### src/rtl/assert_macros.svh
// ----------------------------------------------------------------------------
// Assertion macros
// Clocked property checks that fall away when SYNTH is defined.
// ----------------------------------------------------------------------------
`ifndef ASSERT_MACROS_SVH
`define ASSERT_MACROS_SVH

`ifndef SYNTH
`define BKCS_ASSERT(lbl, clk, rst_n, prop) \
    lbl: assert property (@(posedge clk) disable iff (!rst_n) prop) \
        else $error("assertion failed");
`define BKCS_ASSERT_ALWAYS(lbl, clk, prop) \
    lbl: assert property (@(posedge clk) prop) \
        else $error("assertion failed");
`else
`define BKCS_ASSERT(lbl, clk, rst_n, prop)
`define BKCS_ASSERT_ALWAYS(lbl, clk, prop)
`endif

`endif

### src/rtl/bkcs_pkg.sv
// ----------------------------------------------------------------------------
// bkcs_pkg
// Shared types, codes and constants of the keyframe curve sampler.
// ----------------------------------------------------------------------------
package bkcs_pkg;

    localparam int MAX_KEYS_DEF = 64;
    localparam int MAX_ITER_DEF = 24;
    localparam int DATA_W       = 32;
    localparam int KEY_IDX_W    = 6;
    localparam int CFG_IDX_W    = 2;
    localparam int CFG_DATA_W   = 31;
    localparam int KCNT_W       = 7;
    localparam int UOP_W        = 4;
    localparam int TOL_Q16      = 655;

    localparam logic [CFG_IDX_W-1:0] CFG_KEY_COUNT   = 2'd0;
    localparam logic [CFG_IDX_W-1:0] CFG_DURATION    = 2'd1;
    localparam logic [CFG_IDX_W-1:0] CFG_LOOP_ENABLE = 2'd2;

    localparam logic [UOP_W-1:0] UOP_FINAL = 4'd15;

    typedef enum logic {
        OP_WRITE   = 1'b0,
        OP_ADVANCE = 1'b1
    } t_op;

    typedef enum logic [UOP_W-1:0] {
        UOP_U2   = 4'd0,
        UOP_T2   = 4'd1,
        UOP_A    = 4'd2,
        UOP_D    = 4'd3,
        UOP_B    = 4'd4,
        UOP_C    = 4'd5,
        UOP_AX   = 4'd6,
        UOP_AY   = 4'd7,
        UOP_BX   = 4'd8,
        UOP_BY   = 4'd9,
        UOP_CX   = 4'd10,
        UOP_CY   = 4'd11,
        UOP_DX   = 4'd12,
        UOP_DY   = 4'd13,
        UOP_NONE = 4'd15
    } t_uop;

    typedef enum logic [1:0] {
        RES_HELD  = 2'd0,
        RES_KEY   = 2'd1,
        RES_CURVE = 2'd2
    } t_res;

    typedef enum logic [2:0] {
        S_IDLE  = 3'd0,
        S_TIME  = 3'd1,
        S_SRD   = 3'd2,
        S_SCMP  = 3'd3,
        S_FETCH = 3'd4,
        S_LOAD  = 3'd5,
        S_EVAL  = 3'd6,
        S_DONE  = 3'd7
    } t_state;

    typedef struct packed {
        logic take;
        logic upd_time;
        logic init_eval;
        logic step_t;
        logic load_p3;
        logic load_seg;
        logic finish;
        t_res res_sel;
        t_uop uop;
    } t_cmd;

    typedef struct packed {
        logic ended;
        logic gt;
        logic close;
    } t_stat;

endpackage

### src/rtl/bkcs_ctrl.sv
// ----------------------------------------------------------------------------
// bkcs_ctrl
// Sequencer: time update, key search, segment fetch, bisection rounds, output.
// ----------------------------------------------------------------------------
`include "assert_macros.svh"

module bkcs_ctrl #(
    parameter int MAX_KEYS = 64,
    parameter int MAX_ITER = 24,
    localparam int AW = (MAX_KEYS > 1) ? $clog2(MAX_KEYS) : 1,
    localparam int KW = $clog2(MAX_KEYS + 1)
) (
    input  logic             i_clk,
    input  logic             i_rst_n,
    input  logic             i_in_valid,
    input  logic             i_in_op,
    output logic             o_in_ready,
    output logic             o_out_valid,
    input  logic             i_out_ready,
    input  logic [KW-1:0]    i_key_lim,
    input  bkcs_pkg::t_stat  i_stat,
    output bkcs_pkg::t_cmd   o_cmd,
    output logic             o_re,
    output logic [AW-1:0]    o_main_addr,
    output logic [AW-1:0]    o_l_addr,
    output logic [AW-1:0]    o_r_addr
);
    import bkcs_pkg::*;

    localparam int IW = (MAX_ITER > 1) ? $clog2(MAX_ITER) : 1;
    localparam logic [IW-1:0] ITER_LAST = IW'(MAX_ITER - 1);

    t_state           r_state, n_state;
    logic [KW-1:0]    r_j, n_j;
    logic [UOP_W-1:0] r_uop, n_uop;
    logic [IW-1:0]    r_iter, n_iter;
    t_res             r_sel, n_sel;
    logic             r_ovalid, n_ovalid;
    logic [KW-1:0]    w_jm1;

    assign w_jm1 = r_j - KW'(1);

    always_ff @(posedge i_clk) begin
        if (!i_rst_n) begin
            r_state  <= S_IDLE;
            r_j      <= '0;
            r_uop    <= '0;
            r_iter   <= '0;
            r_sel    <= RES_HELD;
            r_ovalid <= 1'b0;
        end else begin
            r_state  <= n_state;
            r_j      <= n_j;
            r_uop    <= n_uop;
            r_iter   <= n_iter;
            r_sel    <= n_sel;
            r_ovalid <= n_ovalid;
        end
    end

    always_comb begin
        n_state     = r_state;
        n_j         = r_j;
        n_uop       = r_uop;
        n_iter      = r_iter;
        n_sel       = r_sel;
        n_ovalid    = r_ovalid && !i_out_ready;
        o_cmd       = '0;
        o_cmd.uop   = UOP_NONE;
        o_cmd.res_sel = r_sel;
        o_in_ready  = 1'b0;
        o_re        = 1'b0;
        o_main_addr = r_j[AW-1:0];
        o_l_addr    = w_jm1[AW-1:0];
        o_r_addr    = r_j[AW-1:0];
        case (r_state)
            S_IDLE: begin
                o_in_ready = 1'b1;
                if (i_in_valid && i_in_op == OP_ADVANCE) begin
                    o_cmd.take = 1'b1;
                    n_state    = S_TIME;
                end
            end
            S_TIME: begin
                o_cmd.upd_time = 1'b1;
                n_j            = '0;
                n_state        = S_SRD;
            end
            S_SRD: begin
                if (i_stat.ended) begin
                    n_sel   = RES_HELD;
                    n_state = S_DONE;
                end else begin
                    o_re    = 1'b1;
                    n_state = S_SCMP;
                end
            end
            S_SCMP: begin
                if (i_stat.gt) begin
                    if (r_j == i_key_lim - KW'(1)) begin
                        n_sel   = RES_KEY;
                        n_state = S_DONE;
                    end else begin
                        n_j     = r_j + KW'(1);
                        n_state = S_SRD;
                    end
                end else if (r_j == '0) begin
                    n_sel   = RES_KEY;
                    n_state = S_DONE;
                end else begin
                    o_cmd.load_p3 = 1'b1;
                    n_state       = S_FETCH;
                end
            end
            S_FETCH: begin
                o_re        = 1'b1;
                o_main_addr = w_jm1[AW-1:0];
                n_state     = S_LOAD;
            end
            S_LOAD: begin
                o_cmd.load_seg  = 1'b1;
                o_cmd.init_eval = 1'b1;
                n_uop           = '0;
                n_iter          = '0;
                n_state         = S_EVAL;
            end
            S_EVAL: begin
                if (r_uop <= UOP_W'(UOP_DY)) begin
                    o_cmd.uop = t_uop'(r_uop);
                end
                if (r_uop == UOP_FINAL) begin
                    if (i_stat.close || r_iter == ITER_LAST) begin
                        n_sel   = RES_CURVE;
                        n_state = S_DONE;
                    end else begin
                        o_cmd.step_t = 1'b1;
                        n_iter       = r_iter + IW'(1);
                        n_uop        = '0;
                    end
                end else begin
                    n_uop = r_uop + UOP_W'(1);
                end
            end
            S_DONE: begin
                if (!r_ovalid || i_out_ready) begin
                    o_cmd.finish = 1'b1;
                    n_ovalid     = 1'b1;
                    n_state      = S_IDLE;
                end
            end
            default: begin
                n_state = S_IDLE;
            end
        endcase
    end

    assign o_out_valid = r_ovalid;

    `BKCS_ASSERT(a_finish_free, i_clk, i_rst_n, o_cmd.finish |-> (!r_ovalid || i_out_ready))
    `BKCS_ASSERT(a_iter_cap, i_clk, i_rst_n, (r_state == S_EVAL) |-> (r_iter <= ITER_LAST))
    `BKCS_ASSERT(a_round_restart, i_clk, i_rst_n, o_cmd.step_t |=> (r_state == S_EVAL && r_uop == '0))
endmodule

### config.mk
export PLATFORM = sky130hd
export DESIGN_NAME = bkcs_ctrl
export DESIGN_NICKNAME = d
export VERILOG_FILES = /design/src/rtl/bkcs_pkg.sv /design/src/rtl/bkcs_ctrl.sv
export VERILOG_INCLUDE_DIRS = /design/src /design/src/rtl
export SDC_FILE = /design/constraint.sdc
export NUM_CORES = 1
export LEC_CHECK = 0
export ABC_AREA = 1
export BUFFER_PORTS_ARGS = -buffer_cell sky130_fd_sc_hd__buf_4
export CORE_UTILIZATION = 53
export CTS_CLUSTER_DIAMETER = 100
export CTS_CLUSTER_SIZE = 10
export DETAILED_ROUTE_END_ITERATION = 10
export PLACE_DENSITY = 0.83
export SLEW_MARGIN = 10
export SYNTH_ARGS = -nofsm -noshare
export SYNTH_HDL_FRONTEND = slang
export SYNTH_SLANG_ARGS = --single-unit
### constraint.sdc
create_clock -name i_clk -period 1.9 [get_ports i_clk]
set_input_delay 0.285 -clock i_clk [delete_from_list [all_inputs] [get_ports i_clk]]
set_output_delay 0.285 -clock i_clk [all_outputs]
set_load 0.005 [all_outputs]
==> impl_results.md, run 1 <==
* Outcome: completed
* Worst slew pin tran at about 0.48 ns
* Ratio of final minimum period to clock period at a little over nine tenths
* Die W at approximately 60 um
* Post-CTS sizing at 0
* Hold Violations, Final at 0
* Worst setup slack for register-to-register paths at approximately 0.24 ns
* Number of CTS-inserted buffers at 3
* Post-synthesis cell area at ~0.0018 mm2
* Largest voltage drop on the vdd net at between 0.0007 and 0.0008 V
* Maximum clock frequency at between 0.5 and 0.6 GHz
* Worst Clk Skew at 0.002046 ns
* Initial detailed-routing violation count at between 80 and 90
* Port Buf Inserts at 48
* Clock network latency to the later pin of the worst-skew pair at between 0.3 and 0.4 ns
* Clock tree root buffer cell: clkbuf_4
* Gate count of the mapped netlist at 281
* Timing startpoint of the critical path: r_j[4]$_SDFFE_PN0P_
* Clock-pin slew on the worst setup and hold paths at between 0.1 and 0.15 ns
* Final net count at between 300 and 400
* Max Cap Violations at 0
* YS warnings at 0
* Setup-violating endpoint count in the final report at 0
* Destination of the worst register-to-register timing path: r_j[6]$_SDFFE_PN0P_
* Average detailed-routed wire length per instance at 11.63 um
* Internal power component at approximately 930 uW
* Remaining global-route overflow at 0
* Origin of the critical flop-to-flop path: r_j[4]$_SDFFE_PN0P_
* End of the critical path: o_main_addr[5]
* Routed via count at between 1500 and 2000
* Diodes inserted at 0
* Required time of the worst setup path at 1.62 ns
* Maximum number of buffers from clock root to sink at 2
* I/O pin cnt at 49
* Cell area after placement at roughly 0.0022 mm2
* Met3 wirelength from detailed routing at 210 um
* Worst Reg2Reg Path Length in Cells at 12
* Worst-path fanout max at 7
* Max transition margin at a little under 70%
* Setup slack after layout at approximately 0.096 ns
* Die outline height at around 60 um
* Fraction of power consumed by combinational cells at 36.7%
* Clock tree sinks at 22
* Crit path time final at roughly 1.8 ns
* DRC at 0
* Via count of the first global-routing pass at ~1700
* Standard-cell rows at 20
* Placer congestion estimate at roughly 0.85
* Maximum level of the CTS H-tree at 1
* Routed wire length on met2 at ~2000 um
* Layout Area Growth over Synthesis at 25.21%
* Pins Over Slew Limit at 0
* Std-Cell Core Area at about 0.0031 mm2
* Vias per std cell at 5.184
* Sw frac at between 30% and 40%
* Detailed placer's ending HPWL at 3364 um
* Uppermost layer routed: met4
* First-pass GRT wire length at slightly below 7000 um
* CP arrival at approximately 1.5 ns
* Total power divided by cell area at between 600 and 700 mW/mm2
* Aggregate global-route resource usage at roughly a quarter
* Path type of the worst setup path: flop to primary output
* Proportion of power drawn by the clock network at ~26%
* Buffers inserted during post-CTS setup optimization at 0
* Maximum number of pins on one net before global-route repair at 16
* Net switching power at slightly above 500 uW
* Initial antenna violation count at 0
* Final antenna-violating net count at 0
* Average cell area after synthesis at 6.341 um2
* Post-route setup TNS at 0 ns
* Final cell area excluding filler cells at about 0.0022 mm2
* CTS tree: built
* Unique masters post-synth at 35
* Die ar. at approximately 0.0036 mm2
* Final Routed Wirelength at approximately 4300 um
* Kind of path behind the tightest hold check: input pin to flop
* Most frequent standard cell in the layout excluding fill and tap cells: nand2_1
* Number of nets produced by synthesis at 304
* Worst slack after detailed placement at 0.1050 ns
* Ratio of cells with drive above 1 in the final layout at between 20% and 30%
* Most used cells in the layout excluding fill and tap cells: nand2_1, buf_4, nor2_1
* Sequential power share at approximately 38%
* Sort of element at the start of the critical path: flop
* Static leakage power at about 1.0 nW
* Sum of internal, switching and leakage power at between 1 and 1.5 mW
* Number of buffers added to fix hold violations after cts at 0
* Synthesized flop and latch total at 22
* Endpoint class of the critical path: primary output
* RSZ-0062 raised after global routing: no
* Initial Util at between 50% and 60%
* Met1 layer wirelength in the final routing at 2082 um
* Final Core Density at between 70% and 80%
* Number of search-and-repair iterations in the first detailed-routing pass at 4
* Post-synthesis sequential area ratio at roughly a quarter
power groups by stage:
stage / logic, mW / registers [mW] / clock network (mW)
floorplan: 0.337 / 0.525 / 0
global placement: 0.508 / 0.540 / 0
detailed placement: 0.519 / 0.542 / 0
CTS: 0.523 / 0.531 / 0.370
global route: 0.585 / 0.542 / 0.392
finish: 0.526 / 0.539 / 0.370
flip-flops by register name (all words and copies together) (netlist names):
signal,cells
r_sel,2
r_j,7
r_state,3
r_uop,4
o_out_valid,1
r_iter,5
final cells by class:
cell class                      instances  area [um2]
Clock buffer                            3       22.52
Tap cell                               44       55.05
Multi-Input combinational cell        209        1134
Timing Repair Buffer                   53       397.9
Sequential cell                        22       446.7
Clock inverter                          1       30.03
Inverter                               38       145.1
Fill cell                             286       897.1
per-layer routing:
layer  global-route usage [%]  up-vias
met5                        0        -
met4                    3.987        0
met3                    5.195        4
li1                         -      990
met2                    42.06       55
met1                    32.94      869
per-stage QoR:
stage	hold slack (ns)	std cells
5_1_grt	0.2130	370
6_report	0.2154	370
3_5_place_dp	0.4676	366
4_1_cts	0.2225	370
3_3_place_gp	0.4621	366
2_1_floorplan	0.4081	281
worst max-delay path, stage by stage, from the launching register on:
cell	delay, ns
dfxtp_1	0.53
nor2_1	0.10
nand3_1	0.10
xor2_1	0.19
nand2_1	0.06
o21ai_0	0.08
buf_4	0.13
cell usage after synthesis, drive strengths merged:
master	count	area, um2
a21oi	18	101.4
o31ai	1	7.510
nor3b	3	27.52
xnor2	3	26.28
buf	9	65.06
inv	38	142.6
o21ai	11	55.05
nand2	70	272.8
a31oi	1	6.260
o32ai	1	8.760
nor3	6	35.03
o211ai	1	7.510
ha	8	100.1
o211a	1	10.01
dfxtp	22	440.4
xor2	9	78.83
nor2	39	166.4
a21o	1	8.760
clkbuf	3	12.51
nor4	1	6.260
nand4	5	31.28
o311ai	1	8.760
nand3	29	162.7
how the worst min path moves through the flow:
stage | slack, ns | endpoint | from | cells past startpoint
after detailed placement | 0.47 | r_sel[1]$_SDFFE_PN0P_ | r_sel[1]$_SDFFE_PN0P_ | 2
after global placement | 0.46 | r_sel[1]$_SDFFE_PN0P_ | r_sel[1]$_SDFFE_PN0P_ | 2
after global routing | 0.21 | r_state[0]$_SDFFE_PN0P_ | i_rst_n | 3
after floorplan | 0.41 | r_state[0]$_SDFFE_PN0P_ | i_rst_n | 2
after CTS | 0.22 | r_state[0]$_SDFFE_PN0P_ | i_rst_n | 3
final | 0.22 | r_state[0]$_SDFFE_PN0P_ | i_rst_n | 3
cells by family after synthesis:
group	Yosys count	share of synthesized area, %
compound gates	36	12.01
xor+xnor	12	5.899
fa+ha+maj	8	5.618
buf+inv	50	12.36
flops	22	24.72
simple gates	153	39.40
No activity file was read; power rests on OpenSTA's default activity.
==> inputs of run 2 (changes only) <==
--- a/config.mk
+++ b/config.mk
@@ -7,12 +7,12 @@
 export NUM_CORES = 1
 export LEC_CHECK = 0
 export ABC_AREA = 1
-export BUFFER_PORTS_ARGS = -buffer_cell sky130_fd_sc_hd__buf_4
-export CORE_UTILIZATION = 53
+export CORE_UTILIZATION = 63
 export CTS_CLUSTER_DIAMETER = 100
 export CTS_CLUSTER_SIZE = 10
 export DETAILED_ROUTE_END_ITERATION = 10
-export PLACE_DENSITY = 0.83
+export DONT_BUFFER_PORTS = 1
+export PLACE_DENSITY = 0.81
 export SLEW_MARGIN = 10
 export SYNTH_ARGS = -nofsm -noshare
 export SYNTH_HDL_FRONTEND = slang
==> run 2 against run 1 <==
Final cell count down 17%. Clock power down 1%. Utilization up 0.95 points. Combinational power down 24%. Register-to-register slack about the same. Routed wire length down 9.1%. Clock skew up 0.0033 ns. Flip-flop and latch count unchanged. Critical path type unchanged. Critical endpoint is now o_cmd[0].
==> impl_results.md, run 2 (synthesized netlist as in run 1, its figures left out) <==
* First-pass GRT wire length at between 5000 and 6000 um
* Worst-path fanout max at 6
* Ratio of final minimum period to clock period at just over 90%
* Post-route setup TNS at 0 ns
* Buffers inserted during post-CTS setup optimization at 0
* Most used cells in the layout excluding fill and tap cells: nand2_1, nor2_1, inv_1
* Initial antenna violation count at 0
* Cell area after placement at approximately 0.0018 mm2
* Sum of internal, switching and leakage power at between 1 and 1.5 mW
* Max Cap Violations at 0
* Endpoint class of the critical path: primary output
* Standard-cell rows at 18
* Via count of the first global-routing pass at about 1400
* CP arrival at between 1 and 1.5 ns
* Hold Violations, Final at 0
* CTS tree: built
* Clock network latency to the later pin of the worst-skew pair at 0.32 ns
* Filler cell count at 241
* Number of search-and-repair iterations in the first detailed-routing pass at 5
* Number of CTS-inserted buffers at 3
* Path type of the worst setup path: flop to primary output
* Detailed placer's ending HPWL at a little over 3000 um
* Final Routed Wirelength at roughly 3900 um
* Clock tree sinks at 22
* Die outline height at about 55 um
* Die W at about 55 um
* Std-Cell Core Area at about 0.0026 mm2
* Port Buf Inserts at 0
* Ratio of cells with drive above 1 in the final layout at roughly an eighth
* Required time of the worst setup path at 1.62 ns
* Clock-pin slew on the worst setup and hold paths at 0.13 ns
* Static leakage power at roughly 0.77 nW
* Outcome: completed
* Routed via count at between 1500 and 2000
* Worst Clk Skew at around 0.0053 ns
* Leading registers by flop count: r_j: 7 flops, r_iter: 5 flops, r_uop: 4 flops
* Final cell area excluding filler cells at ~0.0019 mm2
* Vias per std cell at 5.687
* Average detailed-routed wire length per instance at between 10 and 15 um
* Final antenna-violating net count at 0
* Setup-violating endpoint count in the final report at 0
* Kind of path behind the tightest hold check: input pin to flop
* Layout Area Growth over Synthesis at 4.143%
* Total power divided by cell area at around 700 mW/mm2
* Initial Util at a little over two thirds
* Pins Over Slew Limit at 0
* Final net count at about 300
* Die ar. at between 0.003 and 0.004 mm2
* Maximum number of pins on one net before global-route repair at 16
* Diodes inserted at 0
* Sort of element at the start of the critical path: flop
* RSZ-0062 raised after global routing: no
* Clock tree root buffer cell: clkbuf_4
* Aggregate global-route resource usage at between 20% and 30%
* Maximum number of buffers from clock root to sink at 2
* Maximum level of the CTS H-tree at 1
* Placer congestion estimate at ~0.84
* Most flop-heavy register: r_j
* Remaining global-route overflow at 0
* Crit path time final at 1.720 ns
* Largest voltage drop on the vdd net at 0.0008061 V
* Worst slew pin tran at between 0.4 and 0.5 ns
* Maximum clock frequency at slightly below 0.6 GHz
* Max transition margin at 68.34%
* Largest register FFs at 7
* Most frequent standard cell in the layout excluding fill and tap cells: nand2_1
* I/O pin cnt at 49
* Initial detailed-routing violation count at 67
* DRC at 0
[run 2: worst paths after layout]
| check | start | end | slack [ns] | cells past startpoint |
|---|---|---|---|---|
| worst max-delay path | r_uop[0]$_SDFFE_PN0P_ | o_cmd[0] | 0.18 | 3 |
| worst min register to register | r_iter[1]$_SDFFE_PN0P_ | r_iter[1]$_SDFFE_PN0P_ | 0.50 | 2 |
| worst max register to register | r_uop[0]$_SDFFE_PN0P_ | r_iter[4]$_SDFFE_PN0P_ | 0.25 | 9 |
| worst min-delay path | i_rst_n | r_state[0]$_SDFFE_PN0P_ | 0.07 | 2 |
[run 2: critical path: stages, from the launching register on]
cell and delay [ns]:
dfxtp_1 0.45, inv_1 0.11, ha_1 0.21, o311ai_1 0.36
[run 2: layout make-up]
cell class	instances	area, um2	area share [%]
clock buffers	3	22.52	1.214
flip-flops and latches	22	445.4	24.01
multi-input cells	209	1147	61.83
inverters	38	142.6	7.687
well taps	30	37.54	2.023
repair buffers	4	30.03	1.618
clock inverters	1	30.03	1.618
[run 2: layer usage]
layer  routed length, um  vias to the layer above  part of all wire (%)  global-route usage (%)
met5                   0                        -                     0                       0
met4                  49                        0                   1.3                   12.08
li1                    -                      892                     -                       -
met1                1664                      784                    43                   30.45
met3                 266                        6                   6.8                   4.645
met2                1934                       64                    49                   49.80
[run 2: repair_timing]
action                     CTS  global route
gates resized for setup      0            12
setup endpoints to repair    0             7
hold buffers                 0             0
[run 2: power breakdown]
group	internal (mW)	switching [mW]	total, mW
logic	0.124	0.273	0.398
clock network	0.213	0.153	0.366
registers	0.490	0.0463	0.536
[run 2: through the flow]
stage | util [%] | instances | setup WS (ns) | hold WS, ns
after CTS | 71.05 | 307 | 0.06293 | 0.07562
final | 72.27 | 307 | 0.1803 | 0.07395
after global routing | 72.27 | 307 | 0.01005 | 0.09732
after global placement | 69.01 | 303 | 0.1872 | 0.4110
after floorplan | - | 281 | 0.3326 | 0.4081
after detailed placement | 69.01 | 303 | 0.1203 | 0.4183
==> inputs of run 3 (changes only) <==
--- a/config.mk
+++ b/config.mk
@@ -12,7 +12,7 @@
 export CTS_CLUSTER_SIZE = 10
 export DETAILED_ROUTE_END_ITERATION = 10
 export DONT_BUFFER_PORTS = 1
-export PLACE_DENSITY = 0.81
+export PLACE_DENSITY = 0.79
 export SLEW_MARGIN = 10
 export SYNTH_ARGS = -nofsm -noshare
 export SYNTH_HDL_FRONTEND = slang
==> constraint.sdc (replaced) <==
create_clock -name i_clk -period 1.9 [get_ports i_clk]
set_input_delay 0.095 -clock i_clk [delete_from_list [all_inputs] [get_ports i_clk]]
set_output_delay 0.095 -clock i_clk [all_outputs]
set_load 0.005 [all_outputs]
==> run 3 against run 2 <==
Non-clock buffer count up 1. Utilization is 0.68 points lower. Sequential power shrank 0.9%.
==> impl_results.md, run 3 (synthesized netlist as in run 1, its figures left out) <==
* Worst-path fanout max at 10
* Maximum number of buffers from clock root to sink at 2
* Largest voltage drop on the vdd net at ~0.0011 V
* Port Buf Inserts at 0
* Aggregate global-route resource usage at between 20% and 30%
* Max transition margin at 69.59%
* Ratio of cells with drive above 1 in the final layout at roughly 10%
* Maximum number of pins on one net before global-route repair at 16
* Max Cap Violations at 0
* Path type of the worst setup path: flop to flop
* Destination of the worst register-to-register timing path: r_j[3]$_SDFFE_PN0P_
* Remaining global-route overflow at 0
* RSZ-0062 raised after global routing: no
* Clock-pin slew on the worst setup and hold paths at around 0.12 ns
* Die ar. at a little over 0.003 mm2
* Final net count at around 300
* Maximum clock frequency at about 0.6 GHz
* Via count of the first global-routing pass at 1441
* Kind of path behind the tightest hold check: input pin to flop
* Post-route setup TNS at 0 ns
* Std-Cell Core Area at approximately 0.0026 mm2
* Worst Reg2Reg Path Length in Cells at 12
* Most used cells in the layout excluding fill and tap cells: nand2_1, nor2_1, inv_1
* CTS tree: built
* Outcome: completed
* Worst Clk Skew at 0.002416 ns
* End of the critical path: r_j[3]$_SDFFE_PN0P_
* I/O pin cnt at a little under 50
* Worst slack after detailed placement at 0.2436 ns
* Clock network latency to the later pin of the worst-skew pair at 0.32 ns
* Filler cell count at 226
* Origin of the critical flop-to-flop path: r_j[4]$_SDFFE_PN0P_
* Chain of cells forming the critical path: inv_2, nand2_1, nand2_1, nand3_1, nand2_1, nand2_1, nor2_1, nand2_1, nand3_4, nand2_2, nand2_1, a21oi_1
* Highest cell delay on the worst timing path at ~0.52 ns
* Required time of the worst setup path at 2.15 ns
* Multi-input logic area at around 0.0011 mm2
* Average detailed-routed wire length per instance at around 12 um
* Ratio of final minimum period to clock period at approximately 88%
* Worst setup slack for register-to-register paths at between 0.2 and 0.25 ns
* Most flop-heavy register: r_j
* DRC at 0
* Clock tree sinks at 22
* Clock tree root buffer cell: clkbuf_4
* Die W at roughly 55 um
* Critical path's most frequent cell: nand2_1
* Detailed placer's ending HPWL at ~2900 um
* Cell area after placement at between 0.0015 and 0.002 mm2
* Initial detailed-routing violation count at 70
* Worst hold slack at between 0.015 and 0.02 ns
* Static leakage power at around 0.77 nW
* Final cell area excluding filler cells at roughly 0.0018 mm2
* Diodes inserted at 0
* Leading registers by flop count: r_j: 7 flops, r_iter: 5 flops, r_uop: 4 flops
* Area of all sequential standard cells at around 440 um2
* Final Core Density at about 70%
* Initial antenna violation count at 0
* Crit path time final at between 1.5 and 2 ns
* Maximum level of the CTS H-tree at 1
* Number of CTS-inserted buffers at 3
* Placer congestion estimate at 0.8065
* Sort of element at the start of the critical path: flop
* Number of search-and-repair iterations in the first detailed-routing pass at 4
* Buffers inserted during post-CTS setup optimization at 0
* Endpoint class of the critical path: flop
* Timing startpoint of the critical path: r_j[4]$_SDFFE_PN0P_
* CP arrival at between 1.5 and 2 ns
* Final Routed Wirelength at approximately 3800 um
* First-pass GRT wire length at approximately 5900 um
* Largest register FFs at 7
* Most frequent standard cell in the layout excluding fill and tap cells: nand2_1
* Vias per std cell at about 5.5
* Worst slew pin tran at 0.4556 ns
* Die outline height at roughly 55 um
* Hold Violations, Final at 0
* Setup slack after layout at ~0.23 ns
* Pins Over Slew Limit at 0
* Initial Util at 69.40%
* Routed via count at 1700
* Layout Area Growth over Synthesis at 3.160%
* Final antenna-violating net count at 0
* Total power divided by cell area at 700.6 mW/mm2
* Standard-cell rows at 18
* Crit path max-delay cell type: dfxtp_1
* Setup-violating endpoint count in the final report at 0
[run 3: routing by layer]
metal	vias to the layer above	GRT usage, %	wire length, um
met5	-	0	0
met4	0	6.250	38
met3	5	3.005	203
met2	49	53.21	1943
met1	753	29.50	1640
li1	893	-	-
[run 3: worst min-delay path by stage]
stage                         start                       to  slack, ns  depth (start not counted)
after global placement      i_rst_n  r_state[0]$_SDFFE_PN0P_       0.22                          2
after CTS                 i_stat[1]  r_state[0]$_SDFFE_PN0P_       0.02                          3
after floorplan             i_rst_n  r_state[0]$_SDFFE_PN0P_       0.22                          2
final                       i_rst_n   r_iter[2]$_SDFFE_PN0P_       0.02                          2
after global routing        i_rst_n   r_iter[2]$_SDFFE_PN0P_       0.03                          2
after detailed placement    i_rst_n  r_state[0]$_SDFFE_PN0P_       0.22                          2
[run 3: where the power goes]
part	leakage, nW	switching [mW]	internal [mW]
Clock	0.0279	0.152	0.213
Combinational	0.559	0.267	0.124
Sequential	0.178	0.0450	0.486
[run 3: layout make-up]
type | instances | share of cell area (%)
well taps | 30 | 2.042
flip-flops and latches | 22 | 24.03
multi-input cells | 209 | 60.99
inverters | 38 | 7.760
clock buffers | 3 | 1.225
clock inverters | 1 | 1.634
repair buffers | 5 | 2.315
[run 3: critical path, delay by kind of cell, from the launching register on]
kind | cells | cell delay [ns]
flops | 1 | 0.52
simple gates | 10 | 0.87
compound gates | 1 | 0.12
buf+inv | 1 | 0.11
[run 3: timing repair]
action,CTS,global route
hold endpoints to repair,4,0
hold buffers,2,0
endpoints found under the setup margin,0,1
gates resized for setup,0,1
[run 3: stage by stage]
| stage | power [mW] | cells |
|---|---|---|
| global route | 1.373 | 308 |
| detailed placement | 0.9253 | 302 |
| finish | 1.288 | 308 |
| global placement | 0.9215 | 302 |
| CTS | 1.288 | 308 |
| floorplan | 0.8619 | 281 |
